===== config.mk =====
export PLATFORM = sky130hd
export DESIGN_NAME = lcd_timing_register_block
export DESIGN_NICKNAME = d
export VERILOG_FILES = /design/src/rtl/core/lcdt_pkg.sv /design/src/rtl/core/lcdt_ram.sv /design/src/rtl/core/lcdt_palette.sv /design/src/rtl/core/lcd_timing_register_block.sv
export VERILOG_INCLUDE_DIRS = /design/src /design/src/rtl/core
export SDC_FILE = /design/constraint.sdc
export NUM_CORES = 2
export LEC_CHECK = 0
export BUFFER_PORTS_ARGS = -buffer_cell sky130_fd_sc_hd__buf_2
export CAP_MARGIN = 20
export CORE_MARGIN = 2
export CORE_UTILIZATION = 58
export DETAILED_ROUTE_END_ITERATION = 10
export PLACE_DENSITY_LB_ADDON = 0.1
export SLEW_MARGIN = 20
export SYNTH_ARGS = -nofsm -noshare
export SYNTH_HDL_FRONTEND = slang
export SYNTH_HIERARCHICAL = 1
export SYNTH_SLANG_ARGS = --single-unit
export TNS_END_PERCENT = 20

===== constraint.sdc =====
create_clock -name clk -period 11.8 [get_ports clk]
set_input_delay 1.77 -clock clk [delete_from_list [all_inputs] [get_ports clk]]
set_output_delay 1.77 -clock clk [all_outputs]
set_load 0.02 [all_outputs]

===== src/rtl/core/lcd_timing_register_block_defines.svh =====
// ----------------------------------------------------------------------------
// lcd timing register block assertion macros
// shared assertion wrappers, empty when SYNTH is defined
// ----------------------------------------------------------------------------
`ifndef LCD_TIMING_REGISTER_BLOCK_DEFINES_SVH
`define LCD_TIMING_REGISTER_BLOCK_DEFINES_SVH
`ifndef SYNTH
// plain property checked on every edge out of reset
`define LCDT_ASSERT(lbl, clk, rst_n, prop, msg) \
  lbl: assert property (@(posedge clk) disable iff (!rst_n) (prop)) else $error(msg);
// same-cycle implication
`define LCDT_ASSERT_IMPL(lbl, clk, rst_n, ante, cons, msg) \
  lbl: assert property (@(posedge clk) disable iff (!rst_n) (ante) |-> (cons)) else $error(msg);
`else
`define LCDT_ASSERT(lbl, clk, rst_n, prop, msg)
`define LCDT_ASSERT_IMPL(lbl, clk, rst_n, ante, cons, msg)
`endif
`endif


===== src/rtl/core/lcdt_pkg.sv =====
// ----------------------------------------------------------------------------
// lcd timing package
// command and mode codes, register addresses and palette sizing
// ----------------------------------------------------------------------------
package lcdt_pkg;

  // item commands
  localparam logic [1:0] CMD_TICK  = 2'd0;
  localparam logic [1:0] CMD_READ  = 2'd1;
  localparam logic [1:0] CMD_WRITE = 2'd2;

  // display modes
  localparam logic [1:0] MODE_HBLANK = 2'd0;
  localparam logic [1:0] MODE_VBLANK = 2'd1;
  localparam logic [1:0] MODE_SEARCH = 2'd2;
  localparam logic [1:0] MODE_XFER   = 2'd3;

  // mode boundaries within a visible line
  localparam logic [8:0] SEARCH_END_DOT = 9'd80;
  localparam logic [8:0] XFER_END_DOT   = 9'd252;

  // register map
  localparam logic [15:0] ADDR_LCDC = 16'hFF40;
  localparam logic [15:0] ADDR_STAT = 16'hFF41;
  localparam logic [15:0] ADDR_SCY  = 16'hFF42;
  localparam logic [15:0] ADDR_SCX  = 16'hFF43;
  localparam logic [15:0] ADDR_LY   = 16'hFF44;
  localparam logic [15:0] ADDR_LYC  = 16'hFF45;
  localparam logic [15:0] ADDR_BGP  = 16'hFF47;
  localparam logic [15:0] ADDR_OBP0 = 16'hFF48;
  localparam logic [15:0] ADDR_OBP1 = 16'hFF49;
  localparam logic [15:0] ADDR_WY   = 16'hFF4A;
  localparam logic [15:0] ADDR_WX   = 16'hFF4B;
  localparam logic [15:0] ADDR_VBK  = 16'hFF4F;
  localparam logic [15:0] ADDR_BGPI = 16'hFF68;
  localparam logic [15:0] ADDR_BGPD = 16'hFF69;
  localparam logic [15:0] ADDR_OBPI = 16'hFF6A;
  localparam logic [15:0] ADDR_OBPD = 16'hFF6B;

  // reset values and fill byte
  localparam logic [7:0] LCDC_RESET = 8'h91;
  localparam logic [6:0] STAT_RESET = 7'h05;
  localparam logic [7:0] BGP_RESET  = 8'hFC;
  localparam logic [7:0] FILL_BYTE  = 8'hFF;

  // colour palette memory
  localparam int PAL_BYTES = 64;
  localparam int PAL_AW    = $clog2(PAL_BYTES);

  // palette update request for one committed item
  typedef struct packed {
    logic       idx_we;
    logic       data_we;
    logic [7:0] wdata;
  } pal_req_t;

endpackage


===== src/rtl/core/lcdt_ram.sv =====
// ----------------------------------------------------------------------------
// lcdt generic ram
// single write port, single read port with registered read data
// ----------------------------------------------------------------------------
module lcdt_ram #(
  parameter int WIDTH = 8,
  parameter int DEPTH = 64
) (
  input  logic                     clk,
  input  logic                     we,
  input  logic [$clog2(DEPTH)-1:0] waddr,
  input  logic [WIDTH-1:0]         wdata,
  input  logic                     re,
  input  logic [$clog2(DEPTH)-1:0] raddr,
  output logic [WIDTH-1:0]         rdata
);

  logic [WIDTH-1:0] mem [DEPTH];
  logic [WIDTH-1:0] rdata_r;

  // write port
  always_ff @(posedge clk) begin
    if (we) begin
      mem[waddr] <= wdata;
    end
  end

  // registered read port
  always_ff @(posedge clk) begin
    if (re) begin
      rdata_r <= mem[raddr];
    end
  end

  assign rdata = rdata_r;

endmodule


===== src/rtl/core/lcdt_palette.sv =====
// ----------------------------------------------------------------------------
// lcdt colour palette bank
// index register with auto-increment, palette ram, per-entry valid bits
// and write-to-read forwarding
// ----------------------------------------------------------------------------
module lcdt_palette
  import lcdt_pkg::*;
(
  input  logic     clk,
  input  logic     rst_n,
  input  logic     commit,
  input  pal_req_t req,
  input  logic     rd_en,
  output logic [7:0] index,
  output logic [7:0] rd_data
);

  logic [7:0]          index_r;
  logic [7:0]          index_nxt;
  logic [PAL_BYTES-1:0] valid_r;
  logic                ram_we;
  logic [PAL_AW-1:0]   waddr;
  logic [PAL_AW-1:0]   raddr;
  logic [7:0]          ram_q;
  logic                rd_vld_r;
  logic                byp_hit_r;
  logic [7:0]          byp_data_r;

  assign ram_we = commit & req.data_we;
  assign waddr  = index_r[PAL_AW-1:0];

  // index update: direct write masked, post-increment on data write when bit 7 is set
  always_comb begin
    index_nxt = index_r;
    if (commit && req.idx_we) begin
      index_nxt = req.wdata & 8'hBF;
    end else if (ram_we && index_r[7]) begin
      index_nxt = {1'b1, 1'b0, index_r[PAL_AW-1:0] + PAL_AW'(1)};
    end
  end

  // read at the index as it stands after the item committing now
  assign raddr = index_nxt[PAL_AW-1:0];

  always_ff @(posedge clk) begin
    if (!rst_n) begin
      index_r <= '0;
      valid_r <= '0;
    end else begin
      index_r <= index_nxt;
      if (ram_we) begin
        valid_r[waddr] <= 1'b1;
      end
    end
  end

  // valid and forwarding info captured alongside the ram read
  always_ff @(posedge clk) begin
    if (rd_en) begin
      rd_vld_r   <= valid_r[raddr];
      byp_hit_r  <= ram_we && (waddr == raddr);
      byp_data_r <= req.wdata;
    end
  end

  lcdt_ram #(
    .WIDTH(8),
    .DEPTH(PAL_BYTES)
  ) u_ram (
    .clk  (clk),
    .we   (ram_we),
    .waddr(waddr),
    .wdata(req.wdata),
    .re   (rd_en),
    .raddr(raddr),
    .rdata(ram_q)
  );

  assign index   = index_r;
  assign rd_data = byp_hit_r ? byp_data_r : (rd_vld_r ? ram_q : FILL_BYTE);

endmodule


===== src/rtl/core/lcd_timing_register_block.sv =====
// ----------------------------------------------------------------------------
// lcd timing register block
// dot and line timing, mode sequencing, stat interrupt and register file
// ----------------------------------------------------------------------------
//  channel  direction  handshake              payload
//  in       slave      in_tvalid / in_tready  tuser command, tdata addr and data
//  out      master     out_tvalid/out_tready  tdata one result per item
//  cfg      slave      cfg_valid / cfg_ready  cfg_data colour mode enable
//
//  one item per cycle while out_tready stays high; each item passes an input
//  register and then a result register.
//  reset is synchronous; palette entries are tracked by valid flops, so no
//  clearing pass is needed and items are taken from the first cycle on.
//  when out_tready is low the result holds, the input register takes one
//  more item and then in_tready drops.
// ----------------------------------------------------------------------------
`include "lcd_timing_register_block_defines.svh"

module lcd_timing_register_block
  import lcdt_pkg::*;
#(
  parameter int DOTS_PER_LINE = 456,
  parameter int TOTAL_LINES   = 154,
  parameter int VISIBLE_LINES = 144
) (
  input  logic        clk,
  input  logic        rst_n,
  input  logic        in_tvalid,
  output logic        in_tready,
  input  logic [23:0] in_tdata,   // [15:0] reg_addr, [23:16] write_data
  input  logic [1:0]  in_tuser,   // [1:0] command
  output logic        out_tvalid,
  input  logic        out_tready,
  // [7:0] read_data, [8] vblank_irq, [9] stat_irq, [10] vblank_irq again,
  // [11] hblank_start, [19:12] current_line, [21:20] current_mode, rest 0
  output logic [23:0] out_tdata,
  input  logic        cfg_valid,
  output logic        cfg_ready,
  input  logic        cfg_data
);

  localparam logic [8:0] DOTS_W    = 9'(DOTS_PER_LINE);
  localparam logic [7:0] TOTAL_W   = 8'(TOTAL_LINES);
  localparam logic [7:0] VISIBLE_W = 8'(VISIBLE_LINES);

  // input register
  logic        s1_valid_r;
  logic [1:0]  s1_cmd_r;
  logic [15:0] s1_addr_r;
  logic [7:0]  s1_data_r;
  logic        in_fire;
  logic        s1_fire;

  // state
  logic       color_mode_r;
  logic [7:0] lcd_control_r, lcd_control_nxt;
  logic [6:0] status_bits_r, status_bits_nxt;
  logic [7:0] scroll_y_r, scroll_y_nxt;
  logic [7:0] scroll_x_r, scroll_x_nxt;
  logic [7:0] line_counter_r, line_counter_nxt;
  logic [7:0] line_compare_r, line_compare_nxt;
  logic [7:0] bg_palette_r, bg_palette_nxt;
  logic [7:0] obj_palette_a_r, obj_palette_a_nxt;
  logic [7:0] obj_palette_b_r, obj_palette_b_nxt;
  logic [7:0] window_y_r, window_y_nxt;
  logic [7:0] window_x_r, window_x_nxt;
  logic       vram_bank_r, vram_bank_nxt;
  logic [8:0] dot_counter_r, dot_counter_nxt;
  logic       stat_level_r, stat_level_nxt;

  // result register
  logic        out_valid_r;
  logic [7:0]  read_data_r, read_data_nxt;
  logic        vblank_irq_r, vblank_irq_nxt;
  logic        stat_irq_r, stat_irq_nxt;
  logic        hblank_start_r, hblank_start_nxt;
  logic [7:0]  line_out_r;
  logic [1:0]  mode_out_r;

  // tick datapath
  logic       tick;
  logic [8:0] dot_inc;
  logic       wrap;
  logic [8:0] dot_t;
  logic [7:0] line_inc;
  logic [7:0] line_t;
  logic       enter_vbl;
  logic [1:0] mode_a;
  logic       match;
  logic       cond1, cond2;
  logic       level1;
  logic [1:0] new_mode;
  logic       mode_chg;

  // palette banks
  pal_req_t   bg_req, obj_req;
  logic [7:0] bg_index, obj_index;
  logic [7:0] bg_rd, obj_rd;
  logic       is_write;

  function automatic logic stat_cond(input logic [6:0] st, input logic m_hit,
                                     input logic [1:0] md);
    stat_cond = (st[6] && m_hit) || (st[3] && (md == MODE_HBLANK)) ||
                (st[4] && (md == MODE_VBLANK)) || (st[5] && (md == MODE_SEARCH));
  endfunction

  // handshake
  assign s1_fire   = s1_valid_r && (!out_valid_r || out_tready);
  assign in_tready = !s1_valid_r || s1_fire;
  assign in_fire   = in_tvalid && in_tready;
  assign cfg_ready = 1'b1;

  always_ff @(posedge clk) begin
    if (!rst_n) begin
      s1_valid_r <= 1'b0;
    end else if (in_fire) begin
      s1_valid_r <= 1'b1;
    end else if (s1_fire) begin
      s1_valid_r <= 1'b0;
    end
  end

  always_ff @(posedge clk) begin
    if (in_fire) begin
      s1_cmd_r  <= in_tuser;
      s1_addr_r <= in_tdata[15:0];
      s1_data_r <= in_tdata[23:16];
    end
  end

  // dot and line advance for one tick
  always_comb begin
    tick      = (s1_cmd_r == CMD_TICK) && lcd_control_r[7];
    dot_inc   = dot_counter_r + 9'd1;
    wrap      = (dot_inc >= DOTS_W) || (dot_inc == 9'd0);
    dot_t     = wrap ? 9'd0 : dot_inc;
    line_inc  = line_counter_r + 8'd1;
    line_t    = wrap ? ((line_inc >= TOTAL_W) ? 8'd0 : line_inc) : line_counter_r;
    enter_vbl = wrap && (line_t == VISIBLE_W);
    mode_a    = enter_vbl ? MODE_VBLANK : status_bits_r[1:0];
    match     = (line_t == line_compare_r);
    cond1     = stat_cond(status_bits_r, match, mode_a);
    level1    = wrap ? cond1 : stat_level_r;
    if (dot_t < SEARCH_END_DOT) begin
      new_mode = MODE_SEARCH;
    end else if (dot_t < XFER_END_DOT) begin
      new_mode = MODE_XFER;
    end else begin
      new_mode = MODE_HBLANK;
    end
    mode_chg = (line_t < VISIBLE_W) && (new_mode != mode_a);
    cond2    = stat_cond(status_bits_r, match, new_mode);
  end

  // next state and result for the item in the input register
  always_comb begin
    lcd_control_nxt   = lcd_control_r;
    status_bits_nxt   = status_bits_r;
    scroll_y_nxt      = scroll_y_r;
    scroll_x_nxt      = scroll_x_r;
    line_counter_nxt  = line_counter_r;
    line_compare_nxt  = line_compare_r;
    bg_palette_nxt    = bg_palette_r;
    obj_palette_a_nxt = obj_palette_a_r;
    obj_palette_b_nxt = obj_palette_b_r;
    window_y_nxt      = window_y_r;
    window_x_nxt      = window_x_r;
    vram_bank_nxt     = vram_bank_r;
    dot_counter_nxt   = dot_counter_r;
    stat_level_nxt    = stat_level_r;
    read_data_nxt     = 8'd0;
    vblank_irq_nxt    = 1'b0;
    stat_irq_nxt      = 1'b0;
    hblank_start_nxt  = 1'b0;
    if (tick) begin
      dot_counter_nxt  = dot_t;
      line_counter_nxt = line_t;
      vblank_irq_nxt   = enter_vbl;
      stat_irq_nxt     = (wrap && cond1 && !stat_level_r) ||
                         (mode_chg && cond2 && !level1);
      stat_level_nxt   = mode_chg ? cond2 : level1;
      hblank_start_nxt = mode_chg && (new_mode == MODE_HBLANK);
      status_bits_nxt  = {status_bits_r[6:3],
                          (wrap || mode_chg) ? match : status_bits_r[2],
                          mode_chg ? new_mode : mode_a};
    end else if (s1_cmd_r == CMD_READ) begin
      unique case (s1_addr_r)
        ADDR_LCDC: read_data_nxt = lcd_control_r;
        ADDR_STAT: read_data_nxt = {1'b1, status_bits_r};
        ADDR_SCY:  read_data_nxt = scroll_y_r;
        ADDR_SCX:  read_data_nxt = scroll_x_r;
        ADDR_LY:   read_data_nxt = line_counter_r;
        ADDR_LYC:  read_data_nxt = line_compare_r;
        ADDR_BGP:  read_data_nxt = bg_palette_r;
        ADDR_OBP0: read_data_nxt = obj_palette_a_r;
        ADDR_OBP1: read_data_nxt = obj_palette_b_r;
        ADDR_WY:   read_data_nxt = window_y_r;
        ADDR_WX:   read_data_nxt = window_x_r;
        ADDR_VBK:  read_data_nxt = color_mode_r ? {7'h7F, vram_bank_r} : FILL_BYTE;
        ADDR_BGPI: read_data_nxt = color_mode_r ? (bg_index | 8'h40) : FILL_BYTE;
        ADDR_BGPD: read_data_nxt = color_mode_r ? bg_rd : FILL_BYTE;
        ADDR_OBPI: read_data_nxt = color_mode_r ? (obj_index | 8'h40) : FILL_BYTE;
        ADDR_OBPD: read_data_nxt = color_mode_r ? obj_rd : FILL_BYTE;
        default:   read_data_nxt = FILL_BYTE;
      endcase
    end else if (s1_cmd_r == CMD_WRITE) begin
      unique case (s1_addr_r)
        ADDR_LCDC: begin
          lcd_control_nxt = s1_data_r;
          // switching off parks the timing at line 0, mode 0
          if (lcd_control_r[7] && !s1_data_r[7]) begin
            line_counter_nxt     = 8'd0;
            dot_counter_nxt      = 9'd0;
            status_bits_nxt[1:0] = MODE_HBLANK;
          end
        end
        ADDR_STAT: status_bits_nxt = {s1_data_r[6:3], status_bits_r[2:0]};
        ADDR_SCY:  scroll_y_nxt = s1_data_r;
        ADDR_SCX:  scroll_x_nxt = s1_data_r;
        ADDR_LYC:  line_compare_nxt = s1_data_r;
        ADDR_BGP:  bg_palette_nxt = s1_data_r;
        ADDR_OBP0: obj_palette_a_nxt = s1_data_r;
        ADDR_OBP1: obj_palette_b_nxt = s1_data_r;
        ADDR_WY:   window_y_nxt = s1_data_r;
        ADDR_WX:   window_x_nxt = s1_data_r;
        ADDR_VBK:  vram_bank_nxt = color_mode_r ? s1_data_r[0] : vram_bank_r;
        default:   vram_bank_nxt = vram_bank_r;
      endcase
    end
  end

  // palette requests, only in colour mode
  assign is_write        = (s1_cmd_r == CMD_WRITE) && color_mode_r;
  assign bg_req.idx_we   = is_write && (s1_addr_r == ADDR_BGPI);
  assign bg_req.data_we  = is_write && (s1_addr_r == ADDR_BGPD);
  assign bg_req.wdata    = s1_data_r;
  assign obj_req.idx_we  = is_write && (s1_addr_r == ADDR_OBPI);
  assign obj_req.data_we = is_write && (s1_addr_r == ADDR_OBPD);
  assign obj_req.wdata   = s1_data_r;

  lcdt_palette u_bg_pal (
    .clk    (clk),
    .rst_n  (rst_n),
    .commit (s1_fire),
    .req    (bg_req),
    .rd_en  (in_fire),
    .index  (bg_index),
    .rd_data(bg_rd)
  );

  lcdt_palette u_obj_pal (
    .clk    (clk),
    .rst_n  (rst_n),
    .commit (s1_fire),
    .req    (obj_req),
    .rd_en  (in_fire),
    .index  (obj_index),
    .rd_data(obj_rd)
  );

  // configuration register
  always_ff @(posedge clk) begin
    if (!rst_n) begin
      color_mode_r <= 1'b0;
    end else if (cfg_valid && cfg_ready) begin
      color_mode_r <= cfg_data;
    end
  end

  // state commit when an item moves to the result register
  always_ff @(posedge clk) begin
    if (!rst_n) begin
      lcd_control_r   <= LCDC_RESET;
      status_bits_r   <= STAT_RESET;
      scroll_y_r      <= 8'd0;
      scroll_x_r      <= 8'd0;
      line_counter_r  <= 8'd0;
      line_compare_r  <= 8'd0;
      bg_palette_r    <= BGP_RESET;
      obj_palette_a_r <= FILL_BYTE;
      obj_palette_b_r <= FILL_BYTE;
      window_y_r      <= 8'd0;
      window_x_r      <= 8'd0;
      vram_bank_r     <= 1'b0;
      dot_counter_r   <= 9'd0;
      stat_level_r    <= 1'b0;
    end else if (s1_fire) begin
      lcd_control_r   <= lcd_control_nxt;
      status_bits_r   <= status_bits_nxt;
      scroll_y_r      <= scroll_y_nxt;
      scroll_x_r      <= scroll_x_nxt;
      line_counter_r  <= line_counter_nxt;
      line_compare_r  <= line_compare_nxt;
      bg_palette_r    <= bg_palette_nxt;
      obj_palette_a_r <= obj_palette_a_nxt;
      obj_palette_b_r <= obj_palette_b_nxt;
      window_y_r      <= window_y_nxt;
      window_x_r      <= window_x_nxt;
      vram_bank_r     <= vram_bank_nxt;
      dot_counter_r   <= dot_counter_nxt;
      stat_level_r    <= stat_level_nxt;
    end
  end

  // result register
  always_ff @(posedge clk) begin
    if (!rst_n) begin
      out_valid_r <= 1'b0;
    end else if (s1_fire) begin
      out_valid_r <= 1'b1;
    end else if (out_tready) begin
      out_valid_r <= 1'b0;
    end
  end

  always_ff @(posedge clk) begin
    if (s1_fire) begin
      read_data_r    <= read_data_nxt;
      vblank_irq_r   <= vblank_irq_nxt;
      stat_irq_r     <= stat_irq_nxt;
      hblank_start_r <= hblank_start_nxt;
      line_out_r     <= line_counter_nxt;
      mode_out_r     <= status_bits_nxt[1:0];
    end
  end

  assign out_tvalid = out_valid_r;
  assign out_tdata  = {2'b00, mode_out_r, line_out_r, hblank_start_r, vblank_irq_r,
                       stat_irq_r, vblank_irq_r, read_data_r};

  // checks on timing state and results
  `LCDT_ASSERT(a_line_range, clk, rst_n, line_counter_r < TOTAL_W, "line out of range")
  `LCDT_ASSERT(a_dot_range, clk, rst_n, dot_counter_r < DOTS_W, "dot out of range")
  `LCDT_ASSERT_IMPL(a_vbl_mode, clk, rst_n, line_counter_r >= VISIBLE_W, status_bits_r[1:0] == MODE_VBLANK, "vblank line not in mode 1")
  `LCDT_ASSERT_IMPL(a_vbl_out, clk, rst_n, out_valid_r && vblank_irq_r, line_out_r == VISIBLE_W, "vblank pulse off line")
  `LCDT_ASSERT_IMPL(a_hbl_out, clk, rst_n, out_valid_r && hblank_start_r, mode_out_r == MODE_HBLANK, "hblank pulse not in mode 0")

endmodule

==> impl_metrics.csv <==
group,metric,value,unit
critical_path,endpoint_kind,"flip-flop",
timing,tightest_slew,1.10,ns
detailed_routing,drcViolationCount,0,
critical_path,start_kind,"flip-flop",
timing,tns,0,ns
status,status,"finished clean",
final_layout,drive_gt1_share,17.5,%
timing,max_freq,153,MHz
clock_tree,clock-sinks,1350,
worst_hold_path,holdCritPathClass,"reg -> reg",
detailed_routing,antenna_left,0,
global_route,grt_pass1_wl,209000,µm
timing,setup_viol,0,
clock_tree,post-cts-setup-buffers,0,
pwr,powerDensity,155,nW/µm²
clock_tree,path_clk_slew,0.06,ns
timing,drv_slew,0,
final_layout,multi_input_area,16900,µm²
worst_hold_path,min_path_cells,2,
timing,final-hold-violation-count,0,
detailed_routing,viasPerCell,6.56,
global_route,antenna_found_initial,4,
timing,finalCritPeriodShare,55.4,%
pwr,total_power,9.63,mW
critical_path,cp_max_fo,95,
final_layout,finalNetCount,3775,
placed_design,portBuffers,55,
synth,post_synth.cell_area_avg,15.2,µm²
critical_path,r2r-start,"s1_addr_r[4]$_DFFE_PP_",
synth,syn_area,56400,µm²
floorplanning,row_count,114,
pwr,vdd_drop_max,0.159,mV
clock_tree,cts_tree,"done",
global_route,grt_pass1_vias,32883,
global_route,grt_overflow,0,
floorplanning,die_w,316,µm
placed_design,gp_congestion,0.888,
critical_path,cp-startpoint,"s1_addr_r[4]$_DFFE_PP_",
detailed_routing,drt-initial-drc-count,4016,
floorplanning,fp.dieH,316,µm
placed_design,dp_hpwl,84700,µm
clock_tree,cts_hold_buf,0,
timing,rsz0062_at_grt,"no",
critical_path,rr_endpoint,"u_obj_pal/u_ram/rdata[4]$_DFFE_PP_",
critical_path,worst_ep_arrival_time,7.01,ns
detailed_routing,vias,33581,
critical_path,worst-setup-path-type,"reg -> reg",
global_route,grt_max_degree,97,
detailed_routing,first_pass_iters,6,
critical_path,worst_r2r_path_depth,16,
floorplanning,fp.dieArea,99700,µm²
critical_path,regToRegSetupSlack,5.27,ns
clock_tree,cts.repair.resized,0,
synth,ys_warn_count,6,
final_layout,seq_area,38100,µm²
global_route,grt_usage,28.2,%
clock_tree,cts.path.max_buffers,3,
final_layout,syn2layout_area_growth,9.90,%
critical_path,crit_required,12.27,ns
floorplanning,core-area,96600,µm²
floorplanning,initial_core_util,58.4,%
clock_tree,clock_latency,0.75,ns
flow_run,maxCapViolations,0,
detailed_routing,wl_per_cell,27.3,µm
critical_path,critPathCapture,"u_obj_pal/u_ram/rdata[4]$_DFFE_PP_",
pwr,p_leak,19.3,nW
timing,skew,0.0315,ns
detailed_routing,drt_wl_total,140000,µm
floorplanning,io_pins,59,
clock_tree,cts-root-buf,"clkbuf_16",
final_layout,fillers,6829,
clock_tree,htree_levels,4,
clock_tree,cts_made_buffers,139,
synth,synthCells,3712,
timing,fin_crit,6.53,ns
timing,relSlewSlack,26.2,%
[cells in the final DEF (no fill, tap or decap), types with 53 or more instances in the layout]
master / n
dfxtp_1: 243
mux2i_1: 77
nand2_1: 279
edfxtp_1: 1107
nor2_1: 390
o21ai_0: 53
clkbuf_16: 141
buf_4: 57
mux4_2: 265
nand3_1: 118
nor2b_1: 55
a21oi_1: 128
buf_2: 54
o21a_1: 125
[state kept, by name, indices dropped and copies added, names as in the netlist, 8 cells and up]
register,cells
u_bg_pal/byp_data_r,8
line_out_r,8
scroll_y_r,8
u_bg_pal/u_ram/rdata,8
scroll_x_r,8
u_bg_pal/u_ram/mem,512
u_bg_pal/valid_r,64
bg_palette_r,8
u_obj_pal/u_ram/rdata,8
read_data_r,8
line_compare_r,8
s1_addr_r,16
obj_palette_b_r,8
u_obj_pal/byp_data_r,8
lcd_control_r,8
dot_counter_r,9
u_obj_pal/u_ram/mem,512
s1_data_r,8
u_obj_pal/valid_r,64
obj_palette_a_r,8
line_counter_r,8
window_x_r,8
window_y_r,8
[metal layers]
layer  global-route usage [%]  up-vias  part of all wire (%)
met3                     4.76      243                   7.7
met4                     8.58        2                   2.6
met5                        0        -                0.0064
li1                         -    14493                     -
met2                     44.4     1501                    48
met1                     40.9    17342                    42
[area by class of cell]
cell class,count,share of cell area (%)
clock buffer,180,5.99
multi-input combinational,2092,27.3
sequential,1350,61.5
inverter,42,0.289
tap,1276,2.58
antenna,1,0.00404
timing repair buffer,112,1.16
clock inverter,68,1.15
[worst max-delay path, cell delays in order (launching register included)]
cell and delay (ns):
edfxtp_1 0.36, nor2_1 0.11, nand3_1 0.17, nor3_1 0.36, and3_1 0.47, nand3_1 0.33, nor2_1 0.68, and4b_1 0.32
o21ai_4 0.22, nand2_4 0.20, inv_8 0.49, buf_12 0.64, mux4_2 0.58, mux2_2 0.30, o221a_2 0.27, nor3_1 0.39
o32ai_1 0.16
[report_power, final]
part	leakage (nW)	internal [mW]	switching [mW]	total, mW
clock network	2.15	2.47	1.80	4.27
logic	5.16	0.0358	0.140	0.175
registers	12.0	5.17	0.0171	5.18
total	19.3	7.68	1.95	9.63
[per-stage QoR]
step	instance area (µm²)	cells	utilization [%]	worst slack [ns]	hold WS (ns)
floorplan	56400	3713	-	5.90	0.428
global placement	57500	4872	59.6	4.86	0.438
detailed placement	57500	4872	59.6	4.81	0.446
CTS	62000	5120	64.2	5.31	0.453
global route	62000	5120	64.2	4.88	0.465
finish	62000	5121	64.2	5.27	0.451
[worst min-delay path by stage]
stage / start / end / slack (ns)
after CTS: bg_palette_r[0]$_SDFFE_PN0P_ / bg_palette_r[0]$_SDFFE_PN0P_ / 0.45
after detailed placement: window_x_r[2]$_SDFFE_PN0P_ / window_x_r[2]$_SDFFE_PN0P_ / 0.45
after floorplan: bg_palette_r[0]$_SDFFE_PN0P_ / bg_palette_r[0]$_SDFFE_PN0P_ / 0.43
after global placement: window_x_r[4]$_SDFFE_PN0P_ / window_x_r[4]$_SDFFE_PN0P_ / 0.44
after global routing: u_bg_pal/valid_r[3]$_SDFFE_PN0N_ / u_bg_pal/valid_r[3]$_SDFFE_PN0N_ / 0.47
final: bg_palette_r[0]$_SDFFE_PN0P_ / bg_palette_r[0]$_SDFFE_PN0P_ / 0.45
Note: power is estimated with default switching activity, not from simulation.
